===== config.mk =====
export PLATFORM = sky130hd
export DESIGN_NAME = led_strip_mode_animator
export DESIGN_NICKNAME = d
export VERILOG_FILES = /design/src/design/lsma_pkg.sv /design/src/design/lsma_ctrl.sv /design/src/design/lsma_dpath.sv /design/src/design/led_strip_mode_animator.sv
export SDC_FILE = /design/constraint.sdc
export NUM_CORES = 2
export LEC_CHECK = 0
export ABC_AREA = 1
export BUFFER_PORTS_ARGS = -buffer_cell sky130_fd_sc_hd__buf_2
export CORE_MARGIN = 3
export CORE_UTILIZATION = 35
export DETAILED_ROUTE_END_ITERATION = 8
export GPL_ROUTABILITY_DRIVEN = 0
export HOLD_SLACK_MARGIN = 0.03
export SKIP_LAST_GASP = 1
export SYNTH_ARGS = -nofsm -noshare
export SYNTH_HDL_FRONTEND = slang
export SYNTH_SLANG_ARGS = --single-unit

===== constraint.sdc =====
create_clock -name clk_i -period 7.9 [get_ports clk_i]
set_clock_uncertainty 0.2 [all_clocks]
set_input_delay 0.79 -clock clk_i [delete_from_list [all_inputs] [get_ports clk_i]]
set_output_delay 0.79 -clock clk_i [all_outputs]
set_load 0.02 [all_outputs]

===== src/design/lsma_pkg.sv =====
// lsma_pkg: types and constants shared by the led strip mode animator
// used by lsma_ctrl, lsma_dpath and led_strip_mode_animator; no dependencies
package lsma_pkg;

  // stream field widths
  localparam int unsigned NowW      = 32;
  localparam int unsigned ModeW     = 2;
  localparam int unsigned PixIdxW   = 6;
  localparam int unsigned ChanW     = 8;
  localparam int unsigned InDataW   = 40;
  localparam int unsigned OutDataW  = 32;

  // configuration port
  localparam int unsigned CfgIdxW   = 3;
  localparam int unsigned CfgDataW  = 16;

  // register reset values
  localparam logic [15:0] RefreshIntervalRst = 16'd60;
  localparam logic [15:0] FlashDurationRst   = 16'd900;
  localparam logic [7:0]  PhaseStepRst       = 8'd4;
  localparam logic [6:0]  ScalePercentRst    = 7'd35;
  localparam logic [7:0]  MessageGreenRst    = 8'd140;

  // wheel segment bounds
  localparam logic [7:0] WheelSeg1 = 8'd85;
  localparam logic [7:0] WheelSeg2 = 8'd170;

  // unscaled channels go through the scaler at one hundred percent
  localparam logic [6:0] FullPercent = 7'd100;
  // floor(x / 100) = (x * DivRecip) >> DivShift for x below 2^15
  localparam logic [15:0] DivRecip = 16'd41944;
  localparam int unsigned DivShift = 22;

  // configuration register indexes
  typedef enum logic [CfgIdxW-1:0] {
    CFG_REFRESH_INTERVAL = 3'd0,
    CFG_FLASH_DURATION   = 3'd1,
    CFG_PHASE_STEP       = 3'd2,
    CFG_SCALE_PERCENT    = 3'd3,
    CFG_MESSAGE_GREEN    = 3'd4
  } cfg_idx_e;

  // display modes; MODE_NONE marks no mode seen yet
  typedef enum logic [ModeW-1:0] {
    MODE_IDLE = 2'd0,
    MODE_MSG  = 2'd1,
    MODE_SCAN = 2'd2,
    MODE_NONE = 2'd3
  } mode_e;

  // controller states
  typedef enum logic [2:0] {
    ST_IDLE,
    ST_EVAL,
    ST_COLOR,
    ST_MUL,
    ST_LOAD
  } state_e;

  // controller to datapath commands
  typedef struct packed {
    logic capture;      // take the input item
    logic eval;         // decide on the item, update timing state
    logic color;        // compute raw color of the current pixel
    logic mul;          // channel times percent
    logic load;         // finish scaling, fill output register
  } cmd_t;

  // datapath to controller status
  typedef struct packed {
    logic emit;         // item produces a frame
    logic last;         // current pixel is the last of the frame
    logic out_free;     // output register can take a pixel
  } status_t;

endpackage


===== src/design/lsma_ctrl.sv =====
// lsma_ctrl: sequencer of the led strip mode animator
// depends on lsma_pkg; drives lsma_dpath through cmd_t and reads status_t
module lsma_ctrl import lsma_pkg::*; (
  input  logic    clk_i,
  input  logic    rst_ni,
  input  logic    s_tvalid_i,
  output logic    s_tready_o,
  input  status_t status_i,
  output cmd_t    cmd_o
);

  state_e state_q, state_d;

  // state register
  always_ff @(posedge clk_i or negedge rst_ni) begin
    if (!rst_ni) begin
      state_q <= ST_IDLE;
    end else begin
      state_q <= state_d;
    end
  end

  // next state and commands
  always_comb begin
    state_d    = state_q;
    cmd_o      = '0;
    s_tready_o = 1'b0;
    unique case (state_q)
      ST_IDLE: begin
        s_tready_o = 1'b1;
        if (s_tvalid_i) begin
          cmd_o.capture = 1'b1;
          state_d       = ST_EVAL;
        end
      end
      ST_EVAL: begin
        cmd_o.eval = 1'b1;
        state_d    = status_i.emit ? ST_COLOR : ST_IDLE;
      end
      ST_COLOR: begin
        cmd_o.color = 1'b1;
        state_d     = ST_MUL;
      end
      ST_MUL: begin
        cmd_o.mul = 1'b1;
        state_d   = ST_LOAD;
      end
      ST_LOAD: begin
        // hold until the output register is free
        if (status_i.out_free) begin
          cmd_o.load = 1'b1;
          state_d    = status_i.last ? ST_IDLE : ST_COLOR;
        end
      end
      default: state_d = ST_IDLE;
    endcase
  end

endmodule


===== src/design/lsma_dpath.sv =====
// lsma_dpath: timing state, configuration, color wheel, scaler and output register
// depends on lsma_pkg; commanded by lsma_ctrl
module lsma_dpath import lsma_pkg::*; #(
  parameter int unsigned PIXELS = 16
) (
  input  logic                clk_i,
  input  logic                rst_ni,
  input  cmd_t                cmd_i,
  output status_t             status_o,
  input  logic                in_func_i,
  input  logic [NowW-1:0]     in_now_i,
  input  logic [ModeW-1:0]    in_mode_i,
  input  logic                cfg_we_i,
  input  logic [CfgIdxW-1:0]  cfg_idx_i,
  input  logic [CfgDataW-1:0] cfg_data_i,
  output logic                m_tvalid_o,
  input  logic                m_tready_i,
  output logic [PixIdxW-1:0]  out_index_o,
  output logic [ChanW-1:0]    out_red_o,
  output logic [ChanW-1:0]    out_green_o,
  output logic [ChanW-1:0]    out_blue_o,
  output logic                out_last_o
);

  // per pixel wheel position step: floor(i*256/PIXELS) by quotient and remainder
  localparam int unsigned PosStep = 256 / PIXELS;
  localparam int unsigned PosRem  = 256 % PIXELS;

  // configuration registers
  logic [15:0] refresh_ivl_q;
  logic [15:0] flash_dur_q;
  logic [7:0]  phase_step_q;
  logic [6:0]  scale_pct_q;
  logic [7:0]  msg_green_q;

  // captured item
  logic             func_q;
  logic [NowW-1:0]  now_q;
  mode_e            mode_q;

  // timing state
  logic [NowW-1:0]  flash_end_q;
  logic [NowW-1:0]  last_refresh_q;
  mode_e            prev_mode_q;
  logic [7:0]       phase_q;
  mode_e            kind_q;

  // pixel walk
  logic [PixIdxW-1:0] idx_q;
  logic [7:0]         pos_base_q;
  logic [PixIdxW-1:0] pos_rem_q;

  // color pipeline
  logic [ChanW-1:0] r_q, g_q, b_q;
  logic [14:0]      pr_q, pg_q, pb_q;
  logic             m_tvalid_q;
  logic [PixIdxW-1:0] o_idx_q;
  logic [ChanW-1:0] o_r_q, o_g_q, o_b_q;
  logic             o_last_q;

  // configuration writes
  always_ff @(posedge clk_i or negedge rst_ni) begin
    if (!rst_ni) begin
      refresh_ivl_q <= RefreshIntervalRst;
      flash_dur_q   <= FlashDurationRst;
      phase_step_q  <= PhaseStepRst;
      scale_pct_q   <= ScalePercentRst;
      msg_green_q   <= MessageGreenRst;
    end else if (cfg_we_i) begin
      unique case (cfg_idx_i)
        CFG_REFRESH_INTERVAL: refresh_ivl_q <= cfg_data_i;
        CFG_FLASH_DURATION:   flash_dur_q   <= cfg_data_i;
        CFG_PHASE_STEP:       phase_step_q  <= cfg_data_i[7:0];
        CFG_SCALE_PERCENT:    scale_pct_q   <= cfg_data_i[6:0];
        CFG_MESSAGE_GREEN:    msg_green_q   <= cfg_data_i[7:0];
        default: ;
      endcase
    end
  end

  // item capture
  always_ff @(posedge clk_i) begin
    if (cmd_i.capture) begin
      func_q <= in_func_i;
      now_q  <= in_now_i;
      mode_q <= mode_e'(in_mode_i);
    end
  end

  // event decision
  mode_e            req_mode;
  mode_e            eff_mode;
  logic             flash_open;
  logic             flash_armed;
  logic [NowW-1:0]  elapsed;
  logic             too_soon;

  always_comb begin
    req_mode    = (mode_q == MODE_NONE) ? MODE_SCAN : mode_q;
    flash_armed = (flash_end_q != '0);
    flash_open  = flash_armed && (now_q < flash_end_q);
    eff_mode    = flash_open ? MODE_MSG : req_mode;
    elapsed     = now_q - last_refresh_q;
    too_soon    = elapsed < {16'd0, refresh_ivl_q};
    if (func_q) begin
      status_o.emit = 1'b0;
    end else if (eff_mode == MODE_IDLE) begin
      status_o.emit = (prev_mode_q != MODE_IDLE);
    end else begin
      status_o.emit = !too_soon;
    end
  end

  // timing state update
  always_ff @(posedge clk_i or negedge rst_ni) begin
    if (!rst_ni) begin
      flash_end_q    <= '0;
      last_refresh_q <= '0;
      prev_mode_q    <= MODE_NONE;
      phase_q        <= '0;
      kind_q         <= MODE_IDLE;
    end else if (cmd_i.eval) begin
      if (func_q) begin
        flash_end_q <= now_q + {16'd0, flash_dur_q};
      end else begin
        if (flash_armed && !flash_open) begin
          flash_end_q <= '0;
        end
        prev_mode_q <= eff_mode;
        kind_q      <= eff_mode;
        if (eff_mode != MODE_IDLE && !too_soon) begin
          last_refresh_q <= now_q;
          if (eff_mode == MODE_SCAN) begin
            phase_q <= phase_q + phase_step_q;
          end
        end
      end
    end
  end

  // pixel walk: index and wheel base position
  logic [PixIdxW:0]   rem_sum;
  logic               rem_carry;
  logic [PixIdxW-1:0] rem_next;

  always_comb begin
    rem_sum   = {1'b0, pos_rem_q} + (PixIdxW+1)'(PosRem);
    rem_carry = rem_sum >= (PixIdxW+1)'(PIXELS);
    rem_next  = rem_carry ? PixIdxW'(rem_sum - (PixIdxW+1)'(PIXELS)) : rem_sum[PixIdxW-1:0];
  end

  always_ff @(posedge clk_i) begin
    if (cmd_i.eval) begin
      idx_q      <= '0;
      pos_base_q <= '0;
      pos_rem_q  <= '0;
    end else if (cmd_i.load) begin
      idx_q      <= idx_q + 1'b1;
      pos_base_q <= pos_base_q + 8'(PosStep) + {7'd0, rem_carry};
      pos_rem_q  <= rem_next;
    end
  end

  assign status_o.last = (idx_q == PixIdxW'(PIXELS - 1));

  // color wheel
  logic [7:0] wp;
  logic [7:0] wq;
  logic [8:0] w3;
  logic [ChanW-1:0] wr, wg, wb;

  always_comb begin
    wp = ~(pos_base_q + phase_q);
    priority if (wp < WheelSeg1) begin
      wq = wp;
    end else if (wp < WheelSeg2) begin
      wq = wp - WheelSeg1;
    end else begin
      wq = wp - WheelSeg2;
    end
    w3 = {1'b0, wq} + {wq, 1'b0};
    priority if (wp < WheelSeg1) begin
      wr = 8'd255 - w3[7:0];
      wg = '0;
      wb = w3[7:0];
    end else if (wp < WheelSeg2) begin
      wr = '0;
      wg = w3[7:0];
      wb = 8'd255 - w3[7:0];
    end else begin
      wr = w3[7:0];
      wg = 8'd255 - w3[7:0];
      wb = '0;
    end
  end

  // raw color by frame kind
  always_ff @(posedge clk_i) begin
    if (cmd_i.color) begin
      unique case (kind_q)
        MODE_SCAN, MODE_NONE: begin
          r_q <= wr;
          g_q <= wg;
          b_q <= wb;
        end
        MODE_MSG: begin
          r_q <= '0;
          g_q <= msg_green_q;
          b_q <= '0;
        end
        default: begin
          r_q <= '0;
          g_q <= '0;
          b_q <= '0;
        end
      endcase
    end
  end

  // channel times percent; other frames pass at one hundred percent
  logic [6:0] pct_sel;
  assign pct_sel = (kind_q == MODE_SCAN) ? scale_pct_q : FullPercent;

  always_ff @(posedge clk_i) begin
    if (cmd_i.mul) begin
      pr_q <= r_q * pct_sel;
      pg_q <= g_q * pct_sel;
      pb_q <= b_q * pct_sel;
    end
  end

  // divide by one hundred through the reciprocal, saturate
  function automatic logic [ChanW-1:0] div100_sat(input logic [14:0] x);
    logic [30:0] m;
    logic [8:0]  qv;
    m  = x * DivRecip;
    qv = m[30:DivShift];
    return qv[8] ? 8'd255 : qv[7:0];
  endfunction

  // output register
  always_ff @(posedge clk_i or negedge rst_ni) begin
    if (!rst_ni) begin
      m_tvalid_q <= 1'b0;
    end else if (cmd_i.load) begin
      m_tvalid_q <= 1'b1;
    end else if (m_tready_i) begin
      m_tvalid_q <= 1'b0;
    end
  end

  always_ff @(posedge clk_i) begin
    if (cmd_i.load) begin
      o_idx_q  <= idx_q;
      o_r_q    <= div100_sat(pr_q);
      o_g_q    <= div100_sat(pg_q);
      o_b_q    <= div100_sat(pb_q);
      o_last_q <= status_o.last;
    end
  end

  assign status_o.out_free = !m_tvalid_q || m_tready_i;
  assign m_tvalid_o  = m_tvalid_q;
  assign out_index_o = o_idx_q;
  assign out_red_o   = o_r_q;
  assign out_green_o = o_g_q;
  assign out_blue_o  = o_b_q;
  assign out_last_o  = o_last_q;

endmodule


===== src/design/led_strip_mode_animator.sv =====
// led_strip_mode_animator: top level, timed led strip animator
// depends on lsma_pkg, lsma_ctrl and lsma_dpath
//
// channel   dir  handshake           payload
// s_*       in   s_tvalid/s_tready   tdata: now_ms, mode_req; tuser: func
// m_*       out  m_tvalid/m_tready   tdata: pixel_index, red, green, blue; tlast
// cfg_*     in   cfg_we_i            cfg_idx_i, cfg_data_i
//
// an item is taken in one cycle and judged in the next; an item that emits no
// frame returns the controller to idle once it is judged
// a frame passes each pixel through the color, multiply and scale steps of
// one shared color unit
// the last pixel waits in the output register while the next item is taken
// a stalled output holds the pixel walk at the scale step
// reset clears the timing state and loads the register defaults
module led_strip_mode_animator import lsma_pkg::*; #(
  parameter int unsigned PIXELS = 16
) (
  input  logic                clk_i,
  input  logic                rst_ni,
  input  logic                s_tvalid_i,
  output logic                s_tready_o,
  input  logic [InDataW-1:0]  s_tdata_i,   // now_ms[31:0], mode_req[33:32], zeros
  input  logic                s_tuser_i,   // func
  output logic                m_tvalid_o,
  input  logic                m_tready_i,
  output logic [OutDataW-1:0] m_tdata_o,   // pixel_index, red, green, blue, zeros
  output logic                m_tlast_o,
  input  logic                cfg_we_i,
  input  logic [CfgIdxW-1:0]  cfg_idx_i,
  input  logic [CfgDataW-1:0] cfg_data_i
);

  cmd_t    cmd;
  status_t status;

  logic [PixIdxW-1:0] out_index;
  logic [ChanW-1:0]   out_red, out_green, out_blue;

  lsma_ctrl u_ctrl (
    .clk_i      (clk_i),
    .rst_ni     (rst_ni),
    .s_tvalid_i (s_tvalid_i),
    .s_tready_o (s_tready_o),
    .status_i   (status),
    .cmd_o      (cmd)
  );

  lsma_dpath #(
    .PIXELS (PIXELS)
  ) u_dpath (
    .clk_i       (clk_i),
    .rst_ni      (rst_ni),
    .cmd_i       (cmd),
    .status_o    (status),
    .in_func_i   (s_tuser_i),
    .in_now_i    (s_tdata_i[NowW-1:0]),
    .in_mode_i   (s_tdata_i[NowW+ModeW-1:NowW]),
    .cfg_we_i    (cfg_we_i),
    .cfg_idx_i   (cfg_idx_i),
    .cfg_data_i  (cfg_data_i),
    .m_tvalid_o  (m_tvalid_o),
    .m_tready_i  (m_tready_i),
    .out_index_o (out_index),
    .out_red_o   (out_red),
    .out_green_o (out_green),
    .out_blue_o  (out_blue),
    .out_last_o  (m_tlast_o)
  );

  // pack output item
  assign m_tdata_o = {2'b00, out_blue, out_green, out_red, out_index};

  // no second item is taken in the cycle after one is accepted
  assert property (@(posedge clk_i) disable iff (!rst_ni)
    s_tvalid_i && s_tready_o |=> !s_tready_o)
    else $error("input taken while previous item is judged");

  // the frame end marker sits on the last pixel only
  assert property (@(posedge clk_i) disable iff (!rst_ni)
    m_tvalid_o && m_tlast_o |-> m_tdata_o[PixIdxW-1:0] == PixIdxW'(PIXELS - 1))
    else $error("frame end on wrong pixel");

  // mid frame no new input is accepted
  assert property (@(posedge clk_i) disable iff (!rst_ni)
    cmd.load && !status.last |=> !s_tready_o)
    else $error("input accepted inside a frame");

  // a pixel is only loaded into a free output register
  assert property (@(posedge clk_i) disable iff (!rst_ni)
    cmd.load |-> !m_tvalid_o || m_tready_i)
    else $error("output pixel overwritten");

endmodule

==> impl_table.tex <==
\begin{tabular}{lr}
\hline
Metric & Value \\
\hline
\multicolumn{2}{l}{\textbf{Status}} \\
\quad Run status & finished clean \\
\multicolumn{2}{l}{\textbf{CTS}} \\
\quad H-tree lvl count & 2 \\
\quad Number of hold-repair buffers added at the cts stage & 0 \\
\quad Total CTS buffers & 35 \\
\quad Clock buffer depth & 3 \\
\quad Clock sink count & approximately 290 \\
\quad Buffer cell driving the clock tree root & sky130\_fd\_sc\_hd\_\_clkbuf\_16 \\
\quad Clock-pin slew on the worst setup and hold paths & approximately 60 ps \\
\quad Post-CTS Repair Setup Buffers & 0 \\
\quad CTS tree & done \\
\quad Clock insertion delay at the later pin of the skew report & approximately 560 ps \\
\quad Resized cells post-CTS & 0 \\
\multicolumn{2}{l}{\textbf{Synthesis}} \\
\quad Count of flip-flops with a built-in enable after synthesis & approximately 140 \\
\quad Unique masters post-synth & between 60 and 70 \\
\quad Synth Area in Adders & between 30\% and 40\% \\
\quad Area of the mapped netlist & 32700 um2 \\
\quad Complex-gate fraction of the synthesized area & 8.91\% \\
\quad Number of synthesized register bits & around 290 \\
\quad Sequential fraction of the synthesis area & around a quarter \\
\quad Number of warnings reported in the yosys synthesis log & 0 \\
\quad Primary FF master, synth & sky130\_fd\_sc\_hd\_\_edfxtp\_1 \\
\quad Synthesized instance count & roughly 3800 \\
\quad Ys async rst share & between 40\% and 50\% \\
\quad Largest family of logic cells by synthesized area & adder cells \\
\quad XOR/XNOR share of the synthesized area & 2.69\% \\
\quad Mux contribution to synthesized area & 0\% \\
\quad Post-synthesis simple-gate area fraction & between 10\% and 20\% \\
\quad Mean area per synthesized cell & 8.66 um2 \\
\multicolumn{2}{l}{\textbf{Route}} \\
\quad Routed WL & 69000 um \\
\quad Post-route met1 wirelength & around 32000 um \\
\quad Initial detailed-routing violation count & approximately 900 \\
\quad Sum of met2 wire segment lengths after detailed routing & roughly 34000 um \\
\quad Number of detailed-routing iterations run before antenna repair & 5 \\
\quad DRT antenna net count & 0 \\
\quad Highest routed metal layer & met4 \\
\quad Metal3 WL & $\sim$1900 um \\
\quad Via density & 4.63 \\
\quad Routed vias & between 20000 and 25000 \\
\quad Average routed wire per standard cell & approximately 13 um \\
\quad DRC violations left & 0 \\
\multicolumn{2}{l}{\textbf{Layout}} \\
\quad Filler instances & 9300 \\
\quad Register area & around 7800 um2 \\
\quad Net count of the finished layout & 4760 \\
\quad Footprint of the multi-input gates & between 20000 and 25000 um2 \\
\quad Share of final-layout standard cells stronger than drive strength 1 & 7.79\% \\
\quad Number of antenna cells inserted & 0 \\
\quad Area growth, synth to finish & 9.15\% \\
\quad Final cell count without fillers & slightly above 5000 \\
\quad Final core utilization & between 30\% and 40\% \\
\multicolumn{2}{l}{\textbf{Critical path}} \\
\quad Crit path capture type & flip-flop \\
\quad FF-to-FF setup slack & about 1400 ps \\
\quad Kind of launch point of the worst setup path & flip-flop \\
\quad Logic depth of the worst register-to-register path & 23 \\
\quad Setup Crit Path Kind & flip-flop to flip-flop \\
\quad Worst R2R Start & u\_dpath.kind\_q[1] \\
\quad CP Data Required Time & 8000 ps \\
\quad Arrival time of data at the critical path endpoint & roughly 6600 ps \\
\quad Worst reg2reg path endpoint & u\_dpath.pb\_q[14] \\
\quad Crit. Startpoint & u\_dpath.kind\_q[1] \\
\quad Top fanout value on the critical path & 21 \\
\quad End point of the critical path & u\_dpath.pb\_q[14] \\
\multicolumn{2}{l}{\textbf{Timing}} \\
\quad Post-layout minimum cycle time & 6510 ps \\
\quad Final setup violation count & 0 \\
\quad Max-slew violation count & 0 \\
\quad Setup TNS & 0 ps \\
\quad Normalized max-slew margin & between 20\% and 30\% \\
\quad Hold violation count in the final report & 0 \\
\quad Fin crit share & between 80 and 90\% \\
\quad Pin slew with the least headroom to its limit & about 1100 ps \\
\quad Maximum clock rate & about 0.15 GHz \\
\quad Setup repair after global routing missed its margin & false \\
\multicolumn{2}{l}{\textbf{Global routing}} \\
\quad Maximum number of pins on one net before global-route repair & 80 \\
\quad Antenna violations before repair & 1 \\
\quad Global-route wire length before repair & about 120000 um \\
\quad GRT overflow & 0 \\
\quad GRT Overall Usage & between 10\% and 20\% \\
\quad Vias in the first global route & $\sim$25000 \\
\multicolumn{2}{l}{\textbf{Job}} \\
\quad Number of max-cap violations & 0 \\
\multicolumn{2}{l}{\textbf{Die}} \\
\quad Die Span X & between 300 and 400 um \\
\quad Starting utilization of the core area & approximately 35\% \\
\quad Boundary Pins & 100 \\
\quad Row cnt & $\sim$110 \\
\quad Placeable core area & $\sim$90000 um2 \\
\quad Die extent in y & between 300 and 400 um \\
\quad Die ar. & $\sim$100000 um2 \\
\multicolumn{2}{l}{\textbf{Hold path}} \\
\quad Worst min-delay path category & primary input to async pin \\
\multicolumn{2}{l}{\textbf{Place}} \\
\quad Count of input and output buffers & 91 \\
\quad Number of cells in the design after placement & roughly 5100 \\
\quad DP HPWL & about 57000 um \\
\hline
\end{tabular}
through the flow:
stage               cell area, um2  setup WS (ps)  hold slack (ps)
floorplan                    32700           2400              237
global placement             34500           1370              251
detailed placement           34500           1350              266
CTS                          35700           1380             78.7
global route                 35700            893              137
finish                       35700           1390              105
cell type report:
type                    count  area share (%)
clock inverters            20           0.596
clock buffers              44            2.69
repair buffers             98            1.44
multi-input cells        2520            59.4
well taps                1243            4.36
inverters                 921            9.69
flip-flops and latches    286            21.8
cells in the mapped netlist, types with 4 or more instances:
master / n / area, um2
sky130_fd_sc_hd__edfxtp_1: 135 / 4050
sky130_fd_sc_hd__nor2_2: 5 / 31.3
sky130_fd_sc_hd__nor4_1: 15 / 93.8
sky130_fd_sc_hd__nor3_1: 34 / 170
sky130_fd_sc_hd__nor2_1: 207 / 777
sky130_fd_sc_hd__nand2_1: 560 / 2100
sky130_fd_sc_hd__o21bai_1: 9 / 67.6
sky130_fd_sc_hd__buf_4: 4 / 30.0
sky130_fd_sc_hd__nand4_1: 35 / 219
sky130_fd_sc_hd__a31oi_1: 9 / 56.3
sky130_fd_sc_hd__o21ai_1: 6 / 30.0
sky130_fd_sc_hd__clkbuf_1: 35 / 131
sky130_fd_sc_hd__o22ai_1: 19 / 119
sky130_fd_sc_hd__dfxtp_1: 16 / 320
sky130_fd_sc_hd__nand3b_1: 5 / 37.5
sky130_fd_sc_hd__xor2_1: 61 / 534
sky130_fd_sc_hd__nand2_2: 46 / 288
sky130_fd_sc_hd__a21oi_2: 4 / 35.0
sky130_fd_sc_hd__xnor2_1: 32 / 280
sky130_fd_sc_hd__dfrtp_1: 118 / 2950
sky130_fd_sc_hd__nand3_2: 7 / 70.1
sky130_fd_sc_hd__a21o_1: 7 / 52.6
sky130_fd_sc_hd__o211ai_1: 10 / 75.1
sky130_fd_sc_hd__o21ai_2: 36 / 315
sky130_fd_sc_hd__a21oi_1: 220 / 1100
sky130_fd_sc_hd__inv_1: 916 / 3440
sky130_fd_sc_hd__inv_2: 4 / 15.0
sky130_fd_sc_hd__dfstp_2: 17 / 447
sky130_fd_sc_hd__o21a_1: 13 / 97.6
sky130_fd_sc_hd__nand3_1: 138 / 691
sky130_fd_sc_hd__or2_2: 9 / 56.3
sky130_fd_sc_hd__ha_1: 534 / 6680
sky130_fd_sc_hd__fa_1: 299 / 5990
sky130_fd_sc_hd__a211oi_1: 5 / 37.5
sky130_fd_sc_hd__o21ai_0: 158 / 791
sky130_fd_sc_hd__o31ai_1: 4 / 30.0
worst min path at each step:
| stage | from | end | slack (ps) |
|---|---|---|---|
| global route | rst_ni | u_dpath.flash_dur_q[10] | 140 |
| floorplan | u_dpath.idx_q[0] | u_dpath.out_index_o[0] | 240 |
| CTS | rst_ni | u_dpath.refresh_ivl_q[6] | 80 |
| finish | rst_ni | u_dpath.flash_dur_q[10] | 110 |
| detailed placement | u_dpath.idx_q[0] | u_dpath.out_index_o[0] | 270 |
| global placement | u_dpath.idx_q[0] | u_dpath.out_index_o[0] | 250 |
worst max-delay path, cell delays in order (launching register included):
cell	delay [ps]
sky130_fd_sc_hd__dfrtp_1	580
sky130_fd_sc_hd__inv_1	410
sky130_fd_sc_hd__nor2_1	360
sky130_fd_sc_hd__nand2_1	370
sky130_fd_sc_hd__inv_1	550
sky130_fd_sc_hd__nand2_1	130
sky130_fd_sc_hd__fa_1	490
sky130_fd_sc_hd__fa_1	550
sky130_fd_sc_hd__inv_1	60
sky130_fd_sc_hd__fa_1	530
sky130_fd_sc_hd__inv_1	50
sky130_fd_sc_hd__fa_1	530
sky130_fd_sc_hd__inv_1	40
sky130_fd_sc_hd__ha_1	340
sky130_fd_sc_hd__a21oi_1	160
sky130_fd_sc_hd__inv_1	50
sky130_fd_sc_hd__a21oi_1	180
sky130_fd_sc_hd__o21ai_0	150
sky130_fd_sc_hd__nand3_1	90
sky130_fd_sc_hd__nand2_1	70
sky130_fd_sc_hd__a21oi_1	130
sky130_fd_sc_hd__nor2_1	50
sky130_fd_sc_hd__nor2_1	110
sky130_fd_sc_hd__xor2_1	80
cell families after synthesis:
| family | after synthesis |
|---|---|
| flops | 286 |
| compound gates | 511 |
| fa+ha+maj | 833 |
| buf+inv | 970 |
| simple gates | 1077 |
| xor+xnor | 97 |
| other cells | 1 |
state kept, by name, summed over array words and instances (netlist names), 3 cells and up:
name / count
u_ctrl.state_q: 3
u_dpath.b_q: 8
u_dpath.flash_dur_q: 16
u_dpath.flash_end_q: 32
u_dpath.g_q: 8
u_dpath.idx_q: 6
u_dpath.last_refresh_q: 32
u_dpath.msg_green_q: 8
u_dpath.now_q: 32
u_dpath.out_blue_o: 8
u_dpath.out_green_o: 8
u_dpath.out_index_o: 6
u_dpath.out_red_o: 8
u_dpath.pb_q: 15
u_dpath.pg_q: 15
u_dpath.phase_q: 8
u_dpath.phase_step_q: 8
u_dpath.pos_base_q: 8
u_dpath.pr_q: 15
u_dpath.r_q: 8
u_dpath.refresh_ivl_q: 16
u_dpath.scale_pct_q: 7
cell usage in the layout (no fill, tap or decap), drive strengths merged, types with 13 or more instances in the layout:
cell / count
a21oi: 224
buf: 98
clkbuf: 44
dfrtp: 118
dfstp: 17
dfxtp: 16
edfxtp: 135
fa: 299
ha: 534
inv: 924
nand2: 609
nand3: 146
nand4: 37
nor2: 213
nor3: 35
nor4: 16
o21a: 13
o21ai: 201
o22ai: 19
xnor2: 33
xor2: 64
per-layer routing:
metal	global-route usage, %	vias to the layer above
met5	0	-
met4	2.99	0
met3	1.62	70
met2	26.1	276
met1	18.7	11200
li1	-	12200
Power is left out: the tool's default activity adds up to more than one toggle a clock period on the data nets, which glitch-free logic cannot reach.
